===== src/hw/rtl/lsc_pkg.sv =====
// Shared types and constants for the light selection cache.
// No dependencies.
package lsc_pkg;

	localparam int ID_W     = 16;
	localparam int POS_W    = 24;
	localparam int RADIUS_W = 23;
	localparam int MAG_W    = 24;
	localparam int SQ_W     = 2 * MAG_W;
	localparam int DIST_W   = SQ_W + 2;
	localparam int STEP_W   = 3;
	localparam int APB_AW   = 5;
	localparam int APB_DW   = 32;

	// distance sequencer: 4 operands through abs, square and accumulate
	localparam logic [STEP_W-1:0] DIST_STEP_Y     = 3'd1;
	localparam logic [STEP_W-1:0] DIST_STEP_Z     = 3'd2;
	localparam logic [STEP_W-1:0] DIST_STEP_REACH = 3'd3;
	localparam logic [STEP_W-1:0] DIST_LAST       = 3'd5;

	typedef enum logic [1:0] {
		OP_REFRESH = 2'd0,
		OP_RESET   = 2'd1,
		OP_READ    = 2'd2,
		OP_NONE    = 2'd3
	} op_t;

	localparam logic [1:0] LT_POSITIONAL  = 2'd0;
	localparam logic [1:0] LT_DIRECTIONAL = 2'd1;
	localparam logic [1:0] LT_AMBIENT     = 2'd2;

	localparam logic [2:0] REG_SPHERE_X      = 3'd0;
	localparam logic [2:0] REG_SPHERE_Y      = 3'd1;
	localparam logic [2:0] REG_SPHERE_Z      = 3'd2;
	localparam logic [2:0] REG_SPHERE_RADIUS = 3'd3;
	localparam logic [2:0] REG_EXCLUDE       = 3'd4;

	typedef enum logic [3:0] {
		ST_IDLE,
		ST_CHECK,
		ST_DIST,
		ST_UPDATE,
		ST_SCAN_RD,
		ST_SCAN_CMP,
		ST_INSERT,
		ST_MOVE_RD,
		ST_MOVE_WR,
		ST_READ_RD,
		ST_READ_OUT,
		ST_FINISH
	} state_t;

endpackage


===== src/hw/rtl/light_selection_cache_core.sv =====
// Light selection cache: id table, count and ambient slot for one render target.
// Depends on lsc_pkg.
//
// One transaction is taken when start is high and busy is low; busy stays high
// until the result, which shows for exactly one cycle with done high and cannot
// be held off. A refresh of an ambient light, or of an eligible light while the
// table is full, skips the table. Any other refresh walks the table one entry at
// a time through its single read port, ending when the id is found in place,
// when it is absent, or after an insert or a swap-last removal. A light that is
// neither directional nor ambient and passes the basic checks first goes through
// the one shared squaring multiplier for the three distance terms and the reach.
module light_selection_cache_core
	import lsc_pkg::*;
#(
	parameter int LIGHT_CAPACITY = 8
) (
	input  logic                       clk,
	input  logic                       arst_n,
	// APB configuration port
	input  logic                       psel,
	input  logic                       penable,
	input  logic                       pwrite,
	input  logic [APB_AW-1:0]          paddr,
	input  logic [APB_DW-1:0]          pwdata,
	output logic [APB_DW-1:0]          prdata,
	output logic                       pready,
	// command
	input  logic                       start,
	output logic                       busy,
	input  logic [1:0]                 operation,
	input  logic [ID_W-1:0]            light_id,
	input  logic [1:0]                 light_type,
	input  logic                       enabled,
	input  logic                       hierarchy_active,
	input  logic                       casts_shadow_volume,
	input  logic signed [POS_W-1:0]    pos_x,
	input  logic signed [POS_W-1:0]    pos_y,
	input  logic signed [POS_W-1:0]    pos_z,
	input  logic [RADIUS_W-1:0]        light_range,
	input  logic [7:0]                 slot_index,
	// result
	output logic                       done,
	output logic                       eligible,
	output logic [7:0]                 selected_count,
	output logic                       ambient_valid,
	output logic [ID_W-1:0]            ambient_id,
	output logic                       slot_valid,
	output logic [ID_W-1:0]            slot_light_id
);

	localparam int AW = (LIGHT_CAPACITY > 1) ? $clog2(LIGHT_CAPACITY) : 1;
	localparam int CW = $clog2(LIGHT_CAPACITY + 1);
	localparam logic [CW-1:0] CAP = CW'(LIGHT_CAPACITY);

	state_t state_q, state_d;

	// configuration
	logic signed [POS_W-1:0] sphere_x_q, sphere_y_q, sphere_z_q;
	logic [RADIUS_W-1:0]     sphere_radius_q;
	logic                    exclude_q;
	logic                    cfg_we;

	// selection state
	logic [CW-1:0]   count_q;
	logic            amb_valid_q;
	logic [ID_W-1:0] amb_id_q;

	// captured transaction
	op_t                     op_q;
	logic [ID_W-1:0]         id_q;
	logic [1:0]              type_q;
	logic                    basic_ok_q;
	logic signed [POS_W-1:0] pos_x_q, pos_y_q, pos_z_q;
	logic [RADIUS_W-1:0]     range_q;
	logic [7:0]              slot_index_q;

	// working registers
	logic                    elig_q;
	logic                    slot_valid_q;
	logic [ID_W-1:0]         slot_id_q;
	logic [STEP_W-1:0]       step_q;
	logic [MAG_W-1:0]        mag_q;
	logic [SQ_W-1:0]         prod_q;
	logic [DIST_W-1:0]       dist_q;
	logic [CW-1:0]           idx_q;

	// table memory
	logic [ID_W-1:0] slot_mem [LIGHT_CAPACITY];
	logic [ID_W-1:0] rdata_q;
	logic            mem_we;
	logic [AW-1:0]   mem_waddr, mem_raddr;
	logic [ID_W-1:0] mem_wdata;

	logic                    is_ambient;
	logic                    is_fixed_pass;
	logic                    id_match;
	logic                    read_in_range;
	logic [CW-1:0]           count_m1;
	logic signed [POS_W-1:0] op_pos, op_ctr;
	logic signed [POS_W:0]   diff;
	logic [MAG_W-1:0]        mag_d;
	logic [SQ_W-1:0]         sq;

	assign is_ambient    = (type_q == LT_AMBIENT);
	assign is_fixed_pass = (type_q == LT_DIRECTIONAL) || (type_q == LT_AMBIENT);
	assign id_match      = (rdata_q == id_q);
	assign read_in_range = (slot_index_q < 8'(count_q));
	assign count_m1      = count_q - CW'(1);

	// ---------------- configuration port ----------------
	assign pready = 1'b1;
	assign cfg_we = psel && penable && pwrite;

	always_ff @(posedge clk or negedge arst_n) begin
		if (!arst_n) begin
			sphere_x_q      <= '0;
			sphere_y_q      <= '0;
			sphere_z_q      <= '0;
			sphere_radius_q <= '0;
			exclude_q       <= 1'b0;
		end else if (cfg_we) begin
			unique case (paddr[4:2])
				REG_SPHERE_X:      sphere_x_q      <= pwdata[POS_W-1:0];
				REG_SPHERE_Y:      sphere_y_q      <= pwdata[POS_W-1:0];
				REG_SPHERE_Z:      sphere_z_q      <= pwdata[POS_W-1:0];
				REG_SPHERE_RADIUS: sphere_radius_q <= pwdata[RADIUS_W-1:0];
				REG_EXCLUDE:       exclude_q       <= pwdata[0];
				default: ;
			endcase
		end
	end

	always_comb begin
		unique case (paddr[4:2])
			REG_SPHERE_X:      prdata = APB_DW'(unsigned'(sphere_x_q));
			REG_SPHERE_Y:      prdata = APB_DW'(unsigned'(sphere_y_q));
			REG_SPHERE_Z:      prdata = APB_DW'(unsigned'(sphere_z_q));
			REG_SPHERE_RADIUS: prdata = APB_DW'(sphere_radius_q);
			REG_EXCLUDE:       prdata = APB_DW'(exclude_q);
			default:           prdata = '0;
		endcase
	end

	// ---------------- sequencer ----------------
	always_ff @(posedge clk or negedge arst_n) begin
		if (!arst_n) begin
			state_q <= ST_IDLE;
		end else begin
			state_q <= state_d;
		end
	end

	always_comb begin
		state_d = state_q;
		unique case (state_q)
			ST_IDLE: begin
				if (start) begin
					unique case (op_t'(operation))
						OP_REFRESH: state_d = ST_CHECK;
						OP_READ:    state_d = ST_READ_RD;
						OP_RESET,
						OP_NONE:    state_d = ST_FINISH;
					endcase
				end
			end
			ST_CHECK: begin
				if (!basic_ok_q || is_fixed_pass) begin
					state_d = ST_UPDATE;
				end else begin
					state_d = ST_DIST;
				end
			end
			ST_DIST: begin
				if (step_q == DIST_LAST) begin
					state_d = ST_UPDATE;
				end
			end
			ST_UPDATE: begin
				priority if (is_ambient) begin
					state_d = ST_FINISH;
				end else if (elig_q && (count_q >= CAP)) begin
					state_d = ST_FINISH;
				end else begin
					state_d = ST_SCAN_RD;
				end
			end
			ST_SCAN_RD: begin
				if (idx_q == count_q) begin
					state_d = elig_q ? ST_INSERT : ST_FINISH;
				end else begin
					state_d = ST_SCAN_CMP;
				end
			end
			ST_SCAN_CMP: begin
				priority if (!id_match) begin
					state_d = ST_SCAN_RD;
				end else if (!elig_q && (idx_q != count_m1)) begin
					state_d = ST_MOVE_RD;
				end else begin
					state_d = ST_FINISH;
				end
			end
			ST_INSERT:   state_d = ST_FINISH;
			ST_MOVE_RD:  state_d = ST_MOVE_WR;
			ST_MOVE_WR:  state_d = ST_FINISH;
			ST_READ_RD:  state_d = read_in_range ? ST_READ_OUT : ST_FINISH;
			ST_READ_OUT: state_d = ST_FINISH;
			ST_FINISH:   state_d = ST_IDLE;
			default:     state_d = ST_IDLE;
		endcase
	end

	assign busy = (state_q != ST_IDLE);
	assign done = (state_q == ST_FINISH);

	// ---------------- shared abs / square unit ----------------
	always_comb begin
		unique case (step_q)
			3'd0:        begin op_pos = pos_x_q; op_ctr = sphere_x_q; end
			DIST_STEP_Y: begin op_pos = pos_y_q; op_ctr = sphere_y_q; end
			default:     begin op_pos = pos_z_q; op_ctr = sphere_z_q; end
		endcase
		diff = (POS_W + 1)'(op_pos) - (POS_W + 1)'(op_ctr);
		if (step_q == DIST_STEP_REACH) begin
			mag_d = MAG_W'(range_q) + MAG_W'(sphere_radius_q);
		end else if (diff < 0) begin
			mag_d = MAG_W'(-diff);
		end else begin
			mag_d = MAG_W'(diff);
		end
	end

	assign sq = SQ_W'(mag_q) * SQ_W'(mag_q);

	// ---------------- working registers ----------------
	always_ff @(posedge clk) begin
		unique case (state_q)
			ST_IDLE: begin
				if (start) begin
					op_q         <= op_t'(operation);
					id_q         <= light_id;
					type_q       <= light_type;
					basic_ok_q   <= enabled && hierarchy_active &&
						!(exclude_q && casts_shadow_volume);
					pos_x_q      <= pos_x;
					pos_y_q      <= pos_y;
					pos_z_q      <= pos_z;
					range_q      <= light_range;
					slot_index_q <= slot_index;
					elig_q       <= 1'b0;
					slot_valid_q <= 1'b0;
					slot_id_q    <= '0;
				end
			end
			ST_CHECK: begin
				elig_q <= basic_ok_q;
				step_q <= '0;
			end
			ST_DIST: begin
				step_q <= step_q + STEP_W'(1);
				mag_q  <= mag_d;
				prod_q <= sq;
				if (step_q == 3'd2) begin
					dist_q <= DIST_W'(prod_q);
				end else if (step_q == 3'd3 || step_q == 3'd4) begin
					dist_q <= dist_q + DIST_W'(prod_q);
				end
				if (step_q == DIST_LAST) begin
					elig_q <= (dist_q <= DIST_W'(prod_q));
				end
			end
			ST_UPDATE: idx_q <= '0;
			ST_SCAN_CMP: begin
				if (!id_match) begin
					idx_q <= idx_q + CW'(1);
				end
			end
			ST_READ_OUT: begin
				slot_valid_q <= 1'b1;
				slot_id_q    <= rdata_q;
			end
			default: ;
		endcase
	end

	// ---------------- selection state ----------------
	always_ff @(posedge clk or negedge arst_n) begin
		if (!arst_n) begin
			count_q     <= '0;
			amb_valid_q <= 1'b0;
			amb_id_q    <= '0;
		end else begin
			unique case (state_q)
				ST_IDLE: begin
					if (start && (op_t'(operation) == OP_RESET)) begin
						count_q     <= '0;
						amb_valid_q <= 1'b0;
						amb_id_q    <= '0;
					end
				end
				ST_UPDATE: begin
					if (is_ambient) begin
						if (elig_q && !amb_valid_q) begin
							amb_valid_q <= 1'b1;
							amb_id_q    <= id_q;
						end else if (!elig_q && amb_valid_q && (amb_id_q == id_q)) begin
							amb_valid_q <= 1'b0;
							amb_id_q    <= '0;
						end
					end
				end
				ST_SCAN_CMP: begin
					if (id_match && !elig_q) begin
						count_q <= count_m1;
					end
				end
				ST_INSERT: count_q <= count_q + CW'(1);
				default: ;
			endcase
		end
	end

	// ---------------- id table ----------------
	always_comb begin
		mem_we    = 1'b0;
		mem_waddr = idx_q[AW-1:0];
		mem_wdata = rdata_q;
		mem_raddr = idx_q[AW-1:0];
		unique case (state_q)
			ST_INSERT: begin
				mem_we    = 1'b1;
				mem_waddr = count_q[AW-1:0];
				mem_wdata = id_q;
			end
			ST_MOVE_WR: mem_we = 1'b1;
			ST_MOVE_RD: mem_raddr = count_q[AW-1:0];
			ST_READ_RD: mem_raddr = slot_index_q[AW-1:0];
			default: ;
		endcase
	end

	always_ff @(posedge clk) begin
		if (mem_we) begin
			slot_mem[mem_waddr] <= mem_wdata;
		end
		rdata_q <= slot_mem[mem_raddr];
	end

	// ---------------- result ----------------
	assign eligible       = elig_q;
	assign selected_count = 8'(count_q);
	assign ambient_valid  = amb_valid_q;
	assign ambient_id     = amb_id_q;
	assign slot_valid     = slot_valid_q;
	assign slot_light_id  = slot_id_q;

	// ---------------- assertions ----------------
	a_count_bound: assert property (@(posedge clk) disable iff (!arst_n)
		count_q <= CAP)
		else $error("selection count above capacity");

	a_done_single: assert property (@(posedge clk) disable iff (!arst_n)
		done |=> !done)
		else $error("result strobe longer than one cycle");

	a_accept_busy: assert property (@(posedge clk) disable iff (!arst_n)
		(start && !busy) |=> busy)
		else $error("accepted transaction did not raise busy");

	a_elig_refresh: assert property (@(posedge clk) disable iff (!arst_n)
		(done && eligible) |-> (op_q == OP_REFRESH))
		else $error("eligible reported for a non-refresh transaction");

	a_amb_clear: assert property (@(posedge clk) disable iff (!arst_n)
		!amb_valid_q |-> (amb_id_q == '0))
		else $error("ambient id held without a valid ambient light");

endmodule


===== config.mk =====
export PLATFORM = sky130hd
export DESIGN_NAME = light_selection_cache_core
export DESIGN_NICKNAME = d
export VERILOG_FILES = /design/src/hw/rtl/lsc_pkg.sv /design/src/hw/rtl/light_selection_cache_core.sv
export SDC_FILE = /design/constraint.sdc
export NUM_CORES = 2
export LEC_CHECK = 0
export BUFFER_PORTS_ARGS = -buffer_cell sky130_fd_sc_hd__buf_2
export CORE_ASPECT_RATIO = 2
export CORE_MARGIN = 3
export CORE_UTILIZATION = 56
export DETAILED_ROUTE_END_ITERATION = 16
export HOLD_SLACK_MARGIN = 0.02
export PLACE_DENSITY = 0.74
export SYNTH_ARGS = -nofsm -noshare
export SYNTH_HDL_FRONTEND = slang
export SYNTH_SLANG_ARGS = --single-unit

===== constraint.sdc =====
create_clock -name clk -period 9.5 [get_ports clk]
set_clock_uncertainty 0.05 [all_clocks]
set_input_delay 1.425 -clock clk [delete_from_list [all_inputs] [get_ports clk]]
set_output_delay 1.425 -clock clk [all_outputs]
set_load 0.005 [all_outputs]

==> flow_summary.ini <==
[yosys]
yosysTopAreaCell = edfxtp_1
syn_avg_cell_area_um2 = 10.2
post-synth-top-area-fraction_pct = 26.8
yosysWarningCount = 0
synthCells = 4359
yosys_register_bits = 533
synth_top_cells_by_area = edfxtp_1, fa_1, ha_1
mappedNetlistArea_um2 = 44400
yosysUniqueCellTypes = 81
async_flop_share_pct = 22.7
yosysSeqAreaShare_pct = 34.4
synth_flop_cell = edfxtp_1
synth-edff-count = 396

[critical_path]
crit_path_start = mag_q[15]$_DFFE_PP_
slowest_stage = edfxtp_1
reg2reg_slack_ns = 0.85
critPathMaxStageDelay_ns = 1.09
critPathKind = reg2reg
crit_path_end_kind = register
critPathLaunchType = register
crit_top_cell = fa_1
crit_path_cell_trace = nand2_1 > fa_1 > inv_1 > fa_1 > inv_1 > fa_1 > fa_1 > inv_1 > fa_1 > fa_1 > inv_1 > fa_1 > inv_1 > ha_1 > a21oi_1 > o21ai_0 > or4_1 > a211o_1 > a31oi_1 > o21ai_0 > and3_1 > o21ai_0 > a21oi_1 > xor2_1
critPathRequiredTime_ns = 9.86
cp.arrival_ns = 9.01
critPathMaxFanout = 21
timing.rr.start = mag_q[15]$_DFFE_PP_

[floorplan]
core-area_um2 = 78400
die_height_um = 404
boundaryPins = 247
initial_core_util_pct = 56.6
rows = 145
die_x_um = 205
die_area_um2 = 82800

[clocking]
postCtsHoldBufs = 0
cts_buffer_depth = 3
cts_buffers = 48
cts_sinks = 533
post_cts_resized = 0
clock_latency_ns = 0.64
root_buffer = clkbuf_16
cts_tree = done
postCtsSetupBuffers = 0
cts.clk_slew.worst_paths_ns = 0.08
cts_htree_levels = 2

[finish]
seq_area_um2 = 15200
area_growth_pct = 8.76
layout.cells.most_common = inv_1
multiInputGateArea_um2 = 25800
drive_above_1_share_pct = 11.4
nets = 5458
final_cell_mix = inv_1, nand2_1, fa_1
layoutNonFillerInstCount = 5605
fillers = 6484

[placement]
port_buffers = 223
gp_congestion = 0.960
place_inst = 5510
preCtsSetupSlack_ns = 0.974
dpl.hpwl_um = 90200

[routing]
vias = 32535
vias_per_cell = 5.80
routed_wl_um = 117000
drc = 0
drt_pre_antenna_iters = 5
wl_per_cell_um = 20.9
ant_nets = 0
drt_iter0_drc = 1798

[sta]
post-route-period-util_pct = 91.0
finalHoldViolations = 0
rsz0062_at_grt = false
finalSetupViolCount = 0
setup-tns-final_ns = 0
setup_slack_ns = 0.851
tightest_slew_ns = 1.22
hold-worst-slack_ns = 0.488
fmax_mhz = 116
slew_headroom_pct = 17.6
slew_viol_final = 0
period_minus_slack_ns = 8.65

[worst_hold_path]
hold_class = reg2reg
min_from = sphere_z_q[0]$_DFFE_PN0P_

[global_routing]
grt-ovfl-total = 0
grt_usage_pct = 28.4
grt_start_max_net_pins = 84
antenna_found_initial = 10
grt_pass1_vias = 34923
grt_pass1_wl_um = 183000

[job]
cap_violations = 0

[outcome]
status = complete, no violations
==> worst max-delay path: cells and delay by family, from the launching register on <==
kind	cells	cell delay, ns
fa+ha+maj	8	3.92
compound gates	7	1.95
xor+xnor	1	0.16
simple gates	3	1.03
buf+inv	5	0.25
flops	1	1.09
==> logic make-up after synthesis <==
family / share of synthesized area (%)
simple gates: 11.7
buf+inv: 7.73
fa+ha+maj: 28.5
compound gates: 10.7
flops: 34.4
xor+xnor: 3.81
mux: 3.09
other cells: 0.0169
==> stage by stage <==
stage	area [µm²]	utilization (%)
floorplan	44400	-
global placement	46600	59.5
detailed placement	46600	59.5
CTS	48200	61.5
global route	48200	61.5
finish	48200	61.6
==> state kept, by name, summed over array words and instances, names as in the netlist, 23 cells and up <==
name / count
sphere_x_q: 24
slot_mem: 128
dist_q: 50
sphere_y_q: 24
pos_y_q: 24
sphere_z_q: 24
range_q: 23
sphere_radius_q: 23
mag_q: 24
pos_x_q: 24
pos_z_q: 24
prod_q: 47
==> path summary, 6_finish.rpt <==
kind,end,depth (start not counted)
worst min-delay path,sphere_z_q[0]$_DFFE_PN0P_,1
worst max-delay path,prod_q[45]$_DFFE_PP_,24
min in group asynchronous,sphere_z_q[17]$_DFFE_PN0P_,1
worst min register to register,sphere_z_q[0]$_DFFE_PN0P_,1
worst max register to register,prod_q[45]$_DFFE_PP_,24
max in group asynchronous,sphere_y_q[8]$_DFFE_PN0P_,2
==> cell usage after synthesis (113+ instances only) <==
master and instances:
nand3_1 119, dfrtp_1 121, clkbuf_1 141, xnor2_1 123, mux2_2 113, o21ai_0 126
inv_1 725, ha_1 335, nand2_1 490, and2_1 136, fa_1 423, a21oi_1 226
nor2_1 184, edfxtp_1 396
==> metal layers <==
metal / share of wire (%) / vias to the layer above / GRT usage, %
li1: - / 14819 / -
met4: 8.1 / 6 / 19.1
met5: 0.033 / - / 0
met2: 53 / 1211 / 52.8
met3: 5.7 / 483 / 4.56
met1: 33 / 16016 / 28.8
==> layout make-up <==
cell class | count | share of cell area (%)
clock inverter | 35 | 0.729
antenna | 5 | 0.0259
timing repair buffer | 283 | 3.25
tap | 1029 | 2.67
inverter | 725 | 5.64
multi-input combinational | 2940 | 53.5
sequential | 533 | 31.6
clock buffer | 55 | 2.59
Power is left out: the tool's default activity adds up to more than one toggle a clock period on the data nets, which glitch-free logic cannot reach.
